[config.mk]
export PLATFORM = sky130hd
export DESIGN_NAME = substring_first_match_top
export DESIGN_NICKNAME = d
export VERILOG_FILES = /design/src/sfm_pkg.sv /design/src/substring_first_match_top.sv /design/src/sfm_cell.sv /design/src/sfm_tracker.sv
export SDC_FILE = /design/constraint.sdc
export NUM_CORES = 1
export LEC_CHECK = 0
export BUFFER_PORTS_ARGS = -buffer_cell sky130_fd_sc_hd__buf_4
export CAP_MARGIN = 20
export CELL_PAD_IN_SITES_DETAIL_PLACEMENT = 1
export CELL_PAD_IN_SITES_GLOBAL_PLACEMENT = 2
export CORE_MARGIN = 3
export CORE_UTILIZATION = 48
export CTS_BUF_LIST = sky130_fd_sc_hd__clkbuf_16
export DETAILED_ROUTE_END_ITERATION = 6
export PLACE_DENSITY_LB_ADDON = 0.1
export RECOVER_POWER = 25
export SLEW_MARGIN = 20
export SYNTH_ARGS = -nofsm -noshare
export SYNTH_HDL_FRONTEND = slang
export SYNTH_HIERARCHICAL = 1
export SYNTH_SLANG_ARGS = --single-unit
[constraint.sdc]
create_clock -name clk -period 8.6 [get_ports clk]
set_clock_uncertainty 0.05 [all_clocks]
set_input_delay 0.86 -clock clk [delete_from_list [all_inputs] [get_ports clk]]
set_output_delay 0.86 -clock clk [all_outputs]
set_load 0.005 [all_outputs]
[src/sfm_pkg.sv]
package sfm_pkg;

    localparam int MAX_PATTERN_LEN = 16;
    localparam int MAX_TEXT_LEN    = 65536;
    localparam int WIN_DEPTH       = 16;
    localparam int BYTE_W          = 8;
    localparam int LEN_W           = 5;
    localparam int CFG_W           = 64;
    localparam int CFG_IDX_W       = 2;
    localparam int INDEX_W         = 16;
    localparam int PAT_W           = 2 * CFG_W;
    localparam int SLOT_W          = $clog2(WIN_DEPTH);
    // Holds every position up to the limit plus one overflow marker value.
    localparam int POS_W           = $clog2(MAX_TEXT_LEN + 2);

    typedef enum logic [CFG_IDX_W-1:0] {
        REG_PATTERN_LENGTH = 2'd0,
        REG_PATTERN_LOW    = 2'd1,
        REG_PATTERN_HIGH   = 2'd2
    } cfg_reg_t;

    // One accepted input word as seen by the position tracker.
    typedef struct packed {
        logic accept;
        logic last;
    } step_t;

    // Result word for the text that ends with the current byte.
    typedef struct packed {
        logic               found;
        logic [INDEX_W-1:0] index;
        logic               overflow;
    } result_t;

    // Pattern length limited to the supported maximum.
    function automatic logic [LEN_W-1:0] eff_len(input logic [LEN_W-1:0] raw);
        return (raw > LEN_W'(MAX_PATTERN_LEN)) ? LEN_W'(MAX_PATTERN_LEN) : raw;
    endfunction

    // Pattern byte that window slot 'slot' must equal: slot 0 holds the newest
    // byte, which lines up with the final pattern byte.
    function automatic logic [BYTE_W-1:0] slot_pattern_byte(
        input logic [PAT_W-1:0]  pat,
        input logic [LEN_W-1:0]  len,
        input logic [SLOT_W-1:0] slot
    );
        logic [LEN_W-1:0] sel;
        sel = len - LEN_W'(1) - LEN_W'(slot);
        return pat[sel[SLOT_W-1:0]*BYTE_W +: BYTE_W];
    endfunction

endpackage

[src/substring_first_match_top.sv]
// Channel   Direction  Handshake              Word
// input     in         in_valid / in_ready    text_byte, last_byte
// result    out        out_valid / out_ready  found, match_index, text_overflow
// config    in         cfg_we (no wait)       cfg_index, cfg_data
//
// One text byte is accepted per cycle while no stalled result holds the input;
// a result word appears in the cycle after the last byte of a text is accepted.
// The 16-cell window chain and the single output register set this rate: every
// compare finishes in the accept cycle. Reset clears the position counter, the
// match record and the output valid flag; no clearing pass is needed. A stalled
// result blocks input only while the output register is full and not being taken.
module substring_first_match_top
    import sfm_pkg::*;
(
    input  logic                 clk,
    input  logic                 rst_n,
    input  logic                 cfg_we,
    input  logic [CFG_IDX_W-1:0] cfg_index,
    input  logic [CFG_W-1:0]     cfg_data,
    input  logic                 in_valid,
    output logic                 in_ready,
    input  logic [BYTE_W-1:0]    text_byte,
    input  logic                 last_byte,
    output logic                 out_valid,
    input  logic                 out_ready,
    output logic                 found,
    output logic [INDEX_W-1:0]   match_index,
    output logic                 text_overflow
);

    // Configuration registers.
    logic [LEN_W-1:0] pattern_length_reg;
    logic [CFG_W-1:0] pattern_low_reg;
    logic [CFG_W-1:0] pattern_high_reg;

    // Output register.
    logic    out_valid_reg;
    logic    out_valid_next;
    result_t out_word_reg;

    logic                      accept;
    logic [LEN_W-1:0]          len_eff;
    logic [PAT_W-1:0]          pattern;
    logic [WIN_DEPTH-1:0]      cell_ok;
    logic [BYTE_W-1:0]         cell_byte [WIN_DEPTH];
    step_t                     step;
    result_t                   result;

    always_ff @(posedge clk or negedge rst_n)
    begin
        if (!rst_n)
        begin
            pattern_length_reg <= '0;
            pattern_low_reg    <= '0;
            pattern_high_reg   <= '0;
        end
        else if (cfg_we)
        begin
            case (cfg_reg_t'(cfg_index))
                REG_PATTERN_LENGTH: pattern_length_reg <= cfg_data[LEN_W-1:0];
                REG_PATTERN_LOW:    pattern_low_reg    <= cfg_data;
                REG_PATTERN_HIGH:   pattern_high_reg   <= cfg_data;
                default:            ;
            endcase
        end
    end

    assign len_eff = eff_len(pattern_length_reg);
    assign pattern = {pattern_high_reg, pattern_low_reg};

    // The input may advance whenever the output register is free or draining.
    assign in_ready = !out_valid_reg || out_ready;
    assign accept   = in_valid && in_ready;

    // Window chain: slot 0 takes the new byte and every slot hands its byte to
    // the next one on each accepted word. Each cell checks its incoming byte
    // against the pattern byte that lines up with it under the current length.
    for (genvar k = 0; k < WIN_DEPTH; k++)
    begin : g_cell
        logic [BYTE_W-1:0] byte_in;

        if (k == 0)
        begin : g_head
            assign byte_in = text_byte;
        end
        else
        begin : g_body
            assign byte_in = cell_byte[k-1];
        end

        sfm_cell u_cell (
            .clk          (clk),
            .shift_en     (accept),
            .byte_in      (byte_in),
            .in_use       (LEN_W'(k) < len_eff),
            .pattern_byte (slot_pattern_byte(pattern, len_eff, SLOT_W'(k))),
            .byte_out     (cell_byte[k]),
            .match_ok     (cell_ok[k])
        );
    end

    assign step.accept = accept;
    assign step.last   = last_byte;

    sfm_tracker u_tracker (
        .clk       (clk),
        .rst_n     (rst_n),
        .step      (step),
        .len       (len_eff),
        .window_eq (&cell_ok),
        .result    (result)
    );

    always_comb
    begin
        out_valid_next = out_valid_reg;
        if (accept && last_byte)
        begin
            out_valid_next = 1'b1;
        end
        else if (out_ready)
        begin
            out_valid_next = 1'b0;
        end
    end

    always_ff @(posedge clk or negedge rst_n)
    begin
        if (!rst_n)
        begin
            out_valid_reg <= 1'b0;
        end
        else
        begin
            out_valid_reg <= out_valid_next;
        end
    end

    always_ff @(posedge clk)
    begin
        if (accept && last_byte)
        begin
            out_word_reg <= result;
        end
    end

    assign out_valid     = out_valid_reg;
    assign found         = out_word_reg.found;
    assign match_index   = out_word_reg.index;
    assign text_overflow = out_word_reg.overflow;

endmodule

[src/sfm_cell.sv]
module sfm_cell
    import sfm_pkg::*;
(
    input  logic              clk,
    input  logic              shift_en,
    input  logic [BYTE_W-1:0] byte_in,
    input  logic              in_use,
    input  logic [BYTE_W-1:0] pattern_byte,
    output logic [BYTE_W-1:0] byte_out,
    output logic              match_ok
);

    logic [BYTE_W-1:0] byte_reg;

    // The compare looks at the byte arriving this cycle, which is the value
    // the slot holds after the shift.
    always_ff @(posedge clk)
    begin
        if (shift_en)
        begin
            byte_reg <= byte_in;
        end
    end

    assign byte_out = byte_reg;
    assign match_ok = !in_use || (byte_in == pattern_byte);

endmodule

[src/sfm_tracker.sv]
module sfm_tracker
    import sfm_pkg::*;
(
    input  logic             clk,
    input  logic             rst_n,
    input  step_t            step,
    input  logic [LEN_W-1:0] len,
    input  logic             window_eq,
    output result_t          result
);

    logic [POS_W-1:0]   pos_reg;
    logic [POS_W-1:0]   pos_next;
    logic               seen_reg;
    logic               seen_next;
    logic [INDEX_W-1:0] start_reg;
    logic [INDEX_W-1:0] start_next;

    logic               active;
    logic [POS_W-1:0]   pos_inc;
    logic [POS_W-1:0]   start_full;
    logic               hit;

    assign active     = (pos_reg < POS_W'(MAX_TEXT_LEN));
    assign pos_inc    = pos_reg + POS_W'(1);
    assign start_full = pos_inc - POS_W'(len);
    assign hit        = active && (len != '0) && !seen_reg &&
                        (pos_inc >= POS_W'(len)) && window_eq;

    always_comb
    begin
        result.overflow = !active;
        if (len == '0)
        begin
            result.found = 1'b1;
            result.index = '0;
        end
        else if (seen_reg)
        begin
            result.found = 1'b1;
            result.index = start_reg;
        end
        else if (hit)
        begin
            result.found = 1'b1;
            result.index = start_full[INDEX_W-1:0];
        end
        else
        begin
            result.found = 1'b0;
            result.index = '0;
        end
    end

    always_comb
    begin
        pos_next   = pos_reg;
        seen_next  = seen_reg;
        start_next = start_reg;
        if (step.accept)
        begin
            if (step.last)
            begin
                pos_next   = '0;
                seen_next  = 1'b0;
                start_next = '0;
            end
            else
            begin
                // Past the limit the counter parks one above it to mark overflow.
                pos_next  = active ? pos_inc : POS_W'(MAX_TEXT_LEN + 1);
                seen_next = seen_reg || hit;
                if (hit)
                begin
                    start_next = start_full[INDEX_W-1:0];
                end
            end
        end
    end

    always_ff @(posedge clk or negedge rst_n)
    begin
        if (!rst_n)
        begin
            pos_reg   <= '0;
            seen_reg  <= 1'b0;
            start_reg <= '0;
        end
        else
        begin
            pos_reg   <= pos_next;
            seen_reg  <= seen_next;
            start_reg <= start_next;
        end
    end

endmodule

==> results of run 1 <==
-- critical path: stages (launching register included) --
cell	delay (ps)
dfrtp_1	670
nor2b_4	350
buf_4	560
ha_2	1060
a21oi_1	330
xnor2_4	760
mux4_2	640
xnor2_1	180
nand4_1	170
o21ai_1	190
nand4_1	100
nor4_1	510
nand3_1	220
a41oi_2	580
o21ai_0	240
a32o_1	280
-- final cells by class --
| class | instances | area [sq um] |
|---|---|---|
| clock buffer | 36 | 901 |
| inverter | 26 | 98.8 |
| tap | 525 | 657 |
| clock inverter | 29 | 240 |
| timing repair buffer | 124 | 890 |
| sequential | 306 | 8350 |
| fill | 3959 | 18200 |
| multi-input combinational | 1039 | 10800 |
-- worst max-delay path by stage --
stage | start | to | cells after the start
finish | pattern_length_reg[4] | u_tracker/start_reg[12] | 15
global route | pattern_length_reg[4] | u_tracker/start_reg[12] | 15
CTS | pattern_length_reg[4] | u_tracker/start_reg[12] | 17
detailed placement | pattern_length_reg[4] | u_tracker/start_reg[12] | 17
global placement | pattern_length_reg[4] | u_tracker/start_reg[12] | 15
floorplan | out_ready | u_tracker/pos_reg[5] | 7
-- metal layers --
metal  global-route usage  vias to the layer above  share of wire
met2                0.418                      469           0.46
met4               0.0896                        0          0.033
li1                     -                     5796              -
met1                0.398                     7150           0.44
met3               0.0521                       98          0.071
met5                    0                        -              0
-- report_power, final --
part / internal (uW) / switching, uW
clock network: 859 / 643
registers: 1720 / 196
logic: 1810 / 2130
-- through the flow --
stage           util  area [sq um]  hold WS, ps  setup slack, ps  instances
2_1_floorplan      -         19700          399             2970       1469
3_3_place_gp   0.519         20800          401             1830       2020
3_5_place_dp   0.519         20800          411             1590       2020
4_1_cts        0.548         22000          136             1550       2085
5_1_grt        0.547         21900          427             1100       2085
6_report       0.547         21900          423             1560       2085
==> results.toml, run 1 <==
[status]
outcome = "finished, violations left"
violations = "max-capacitance violations, max-slew violations"

[timing]
fmax_mhz = 142
max_slew.worst_pin.slew_ps = 2130
relSlewSlack = -0.422
rsz0062_at_grt = "no"
hold_viol = 0
setup_tns_ps = 0
min_period_ps = 7040
slew_violations = 36
fin_crit_sh = 0.818
final-setup-viol-count = 0

[layout]
mostFrequentLayoutCell = "dfrtp_1"
drive_gt1_frac = 0.316
largest_reg_flops = 120
antenna_cells = 0
final_cell_mix = "dfrtp_1, mux2i_1, mux4_2, xnor2_1, mux2_2"
nets = 1623
area_delta_synth_final_pct = 11.3

[clocking]
cts_root_buffer = "clkbuf_16"
holdBufCountCts = 0
clock-sinks = 306
cts.path.max_buffers = 3
htreeDepth = 2
cts_resized = 0
post_cts_buffers = 0
clkLatencyLatePin_ps = 560
cts_made_buffers = 36
clkTransAtPathRegs_ps = 60
cts_tree = "done"

[power_and_ir_drop]
ir_worst_vdd_v = 0.000169
power.total_uw = 7360
power_density_nw_per_um2 = 336
static-leakage-power_uw = 0.00843

[placed_design]
hpwl_um = 44200
place_congestion = 0.902
port_buffers = 99

[routing]
antenna_left = 0
wl_per_cell_um = 28.2
drt_iter0_drc = 1222
wirelength_um = 58800
drc_errors = 0
vias_per_cell = 6.48
firstDrtPassIters = 7
vias = 13513

[setup_path]
cp.required_ps = 9000
r2r_cells = 15
r2r_start = "pattern_length_reg[4]"
worstSetupPathType = "reg2reg"
cp-end-kind = "flip-flop"
worst_ep_arrival_time_ps = 7440
r2r_end = "u_tracker/start_reg[12]"
crit_fanout = 52
start_kind = "flip-flop"
rrSetupSlack_ps = 1560

[global_route]
grt_overflow = 0
grt_pass1_wl_um = 90300
antenna_found_initial = 1
grt_use_total = 0.273
grt_max_degree = 77
first_global_vias = 14059

[min_path]
whs_path_depth = 0
min_from = "g_cell[12].u_cell/byte_out[0]"
min_path_type = "reg2reg"
hold_end = "g_cell[13].u_cell/byte_out[0]"

[yosys]
yosys_warnings = 6
syn_nets = 1559
avgSynthCellArea_sq_um = 13.4
synthCells = 1469
post_synth_instance_area_sq_um = 19700

[floorplanning]
die_area_sq_um = 43500
die_height_um = 209
core_sq_um = 40100
io_pins = 100
fp.dieW_um = 209
row_count = 73
start_util = 0.491

[flow_run]
maxCapViolCount = 1
No activity file was read; power rests on OpenSTA's default activity.
==> run 2: changes to the inputs <==
CORE_UTILIZATION = 40   (was 48)
clock period = 6.2 ns   (was 8.6 ns; I/O delays follow)
==> run 2 against run 1 <==
Net effect: the run still ends with max-capacitance violations, max-slew violations left; fmax is 22% higher; register-to-register slack worse by 1100 ps; global-route usage down 4.3 points; critical path depth is 1 higher; non-clock buffer count increased by 15; first-iteration DRC count shrank 19%; largest cell class unchanged.
==> results.toml, run 2 (synthesis gave the netlist of run 1 again) <==
[setup_path]
crit_fanout = 46
worstSetupPathType = "reg2reg"
crit_chain = "nor2b_4 > buf_4 > buf_4 > mux4_2 > mux4_2 > xnor2_1 > nand4_1 > o21ai_1 > nand4_1 > nor4_1 > buf_4 > nand3_1 > a41o_4 > buf_4 > a31oi_1 > o21ai_1"
slowest_stage = "buf_4"
max_stage_delay_ps = 700
start_kind = "flip-flop"
worst_ep_arrival_time_ps = 6120
cp.required_ps = 6570
cp_common_cell = "buf_4"
cp-end-kind = "flip-flop"

[timing]
fmax_mhz = 174
hold_viol = 0
rsz0062_at_grt = "no"
relSlewSlack = -1.16
fin_crit_sh = 0.927
max_slew.worst_pin.slew_ps = 3240
final-setup-viol-count = 0
min_period_ps = 5750
fin_ws_ps = 451
setup_tns_ps = 0
slew_violations = 49

[global_route]
grt_use_total = 0.230
grt.busiest_layer = "met2"
gr-usage-met3 = 0.0506
grt_max_degree = 121
antenna_found_initial = 0
grt_pass1_wl_um = 90500
grt_overflow = 0
first_global_vias = 13817
use_met1 = 0.330
grt_use_met2 = 0.360

[status]
violations = "max-capacitance violations, max-slew violations"
outcome = "finished, violations left"

[clocking]
cts_tree = "done"
clkTransAtPathRegs_ps = 60
cts_made_buffers = 38
cts.path.max_buffers = 3
clock-sinks = 306
clkLatencyLatePin_ps = 560
post_cts_buffers = 0
htreeDepth = 2
cts_root_buffer = "clkbuf_16"

[routing]
vias = 13240
drt_iter0_drc = 990
vias_per_cell = 5.92
drc_errors = 0
antenna_left = 0
firstDrtPassIters = 5
wl_per_cell_um = 26.7
wirelength_um = 59800

[floorplanning]
io_pins = 100
die_area_sq_um = 52000
core_sq_um = 48100
die_height_um = 228
start_util = 0.409
row_count = 80
fp.dieW_um = 228

[power_and_ir_drop]
power_density_nw_per_um2 = 467
static-leakage-power_uw = 0.00859
power.total_uw = 10500
ir_worst_vdd_v = 0.000198

[placed_design]
dpl_cell_area_sq_um = 21200
hpwl_um = 45400
dp_slack_ps = 435
place_congestion = 0.879
port_buffers = 99

[min_path]
min_path_type = "in2reg"

[flow_run]
maxCapViolCount = 1

[layout]
final_cell_mix = "dfrtp_1, mux2i_1, mux4_2, xnor2_1, mux2_2"
mostFrequentLayoutCell = "dfrtp_1"
seq_area_sq_um = 8350
nets = 1640
multi_input_area_sq_um = 10800
antenna_cells = 0
largest_reg_flops = 120
drive_gt1_frac = 0.329
area_delta_synth_final_pct = 13.6
finalInstanceArea_sq_um = 22400
fill_cells = 4844
-- run 2: changes by cell type in the layout (fill, tap and decap cells not counted), moves of 2 or more --
cell,change
clkinv_1,-3
buf_12,+3
clkinv_2,+7
buf_4,+12
clkbuf_16,+6
inv_4,+2
inv_1,-2
clkinvlp_4,-2
-- run 2: metrics by stage --
| stage | instances | hold slack, ps | util |
|---|---|---|---|
| after floorplan | 1469 | 274 | - |
| after global placement | 2165 | 401 | 0.439 |
| after detailed placement | 2165 | 408 | 0.439 |
| after CTS | 2236 | 172 | 0.466 |
| after global routing | 2236 | 230 | 0.465 |
| final | 2236 | 255 | 0.465 |
-- run 2: layout make-up --
cell class / instances / area share
Sequential cell: 306 / 0.373
Tap cell: 656 / 0.0367
Clock inverter: 28 / 0.00934
Multi-Input combinational cell: 1039 / 0.483
Clock buffer: 42 / 0.0470
Inverter: 26 / 0.00442
Timing Repair Buffer: 139 / 0.0467
-- run 2: critical path: cells and delay by family, from the launching register on --
kind | cells | cell delay [ps]
buf+inv | 4 | 1680
mux | 2 | 1150
simple gates | 5 | 1110
compound gates | 4 | 800
flops | 1 | 540
xor+xnor | 1 | 240
-- run 2: path summary, 6_finish.rpt --
check | start | end | slack [ps] | cells after the start
min in group asynchronous | rst_n | u_tracker/start_reg[15] | 1660 | 2
setup reg to reg | pattern_length_reg[0] | u_tracker/start_reg[15] | 450 | 16
hold / removal | cfg_data[26] | pattern_high_reg[26] | 250 | 2
setup / recovery | pattern_length_reg[0] | u_tracker/start_reg[15] | 450 | 16
max in group asynchronous | rst_n | pattern_low_reg[4] | 2600 | 2
hold reg to reg | g_cell[13].u_cell/byte_out[6] | g_cell[14].u_cell/byte_out[6] | 420 | 0
-- run 2: what timing repair did --
action                                  4_1_cts  5_1_grt
endpoints found under the setup margin        0        0
hold endpoints to repair                     30        0
hold buffers                                  1        0
gates resized for setup                       0        0
-- run 2: layer usage --
metal | vias up | part of all wire
li1 | 5843 | -
met1 | 6967 | 0.46
met2 | 363 | 0.46
met3 | 67 | 0.062
met4 | 0 | 0.017
met5 | - | 0
-- run 2: power breakdown --
part | total (uW) | switching, uW | internal [uW]
clock network | 2240 | 898 | 1340
logic | 5580 | 3030 | 2550
registers | 2630 | 249 | 2380
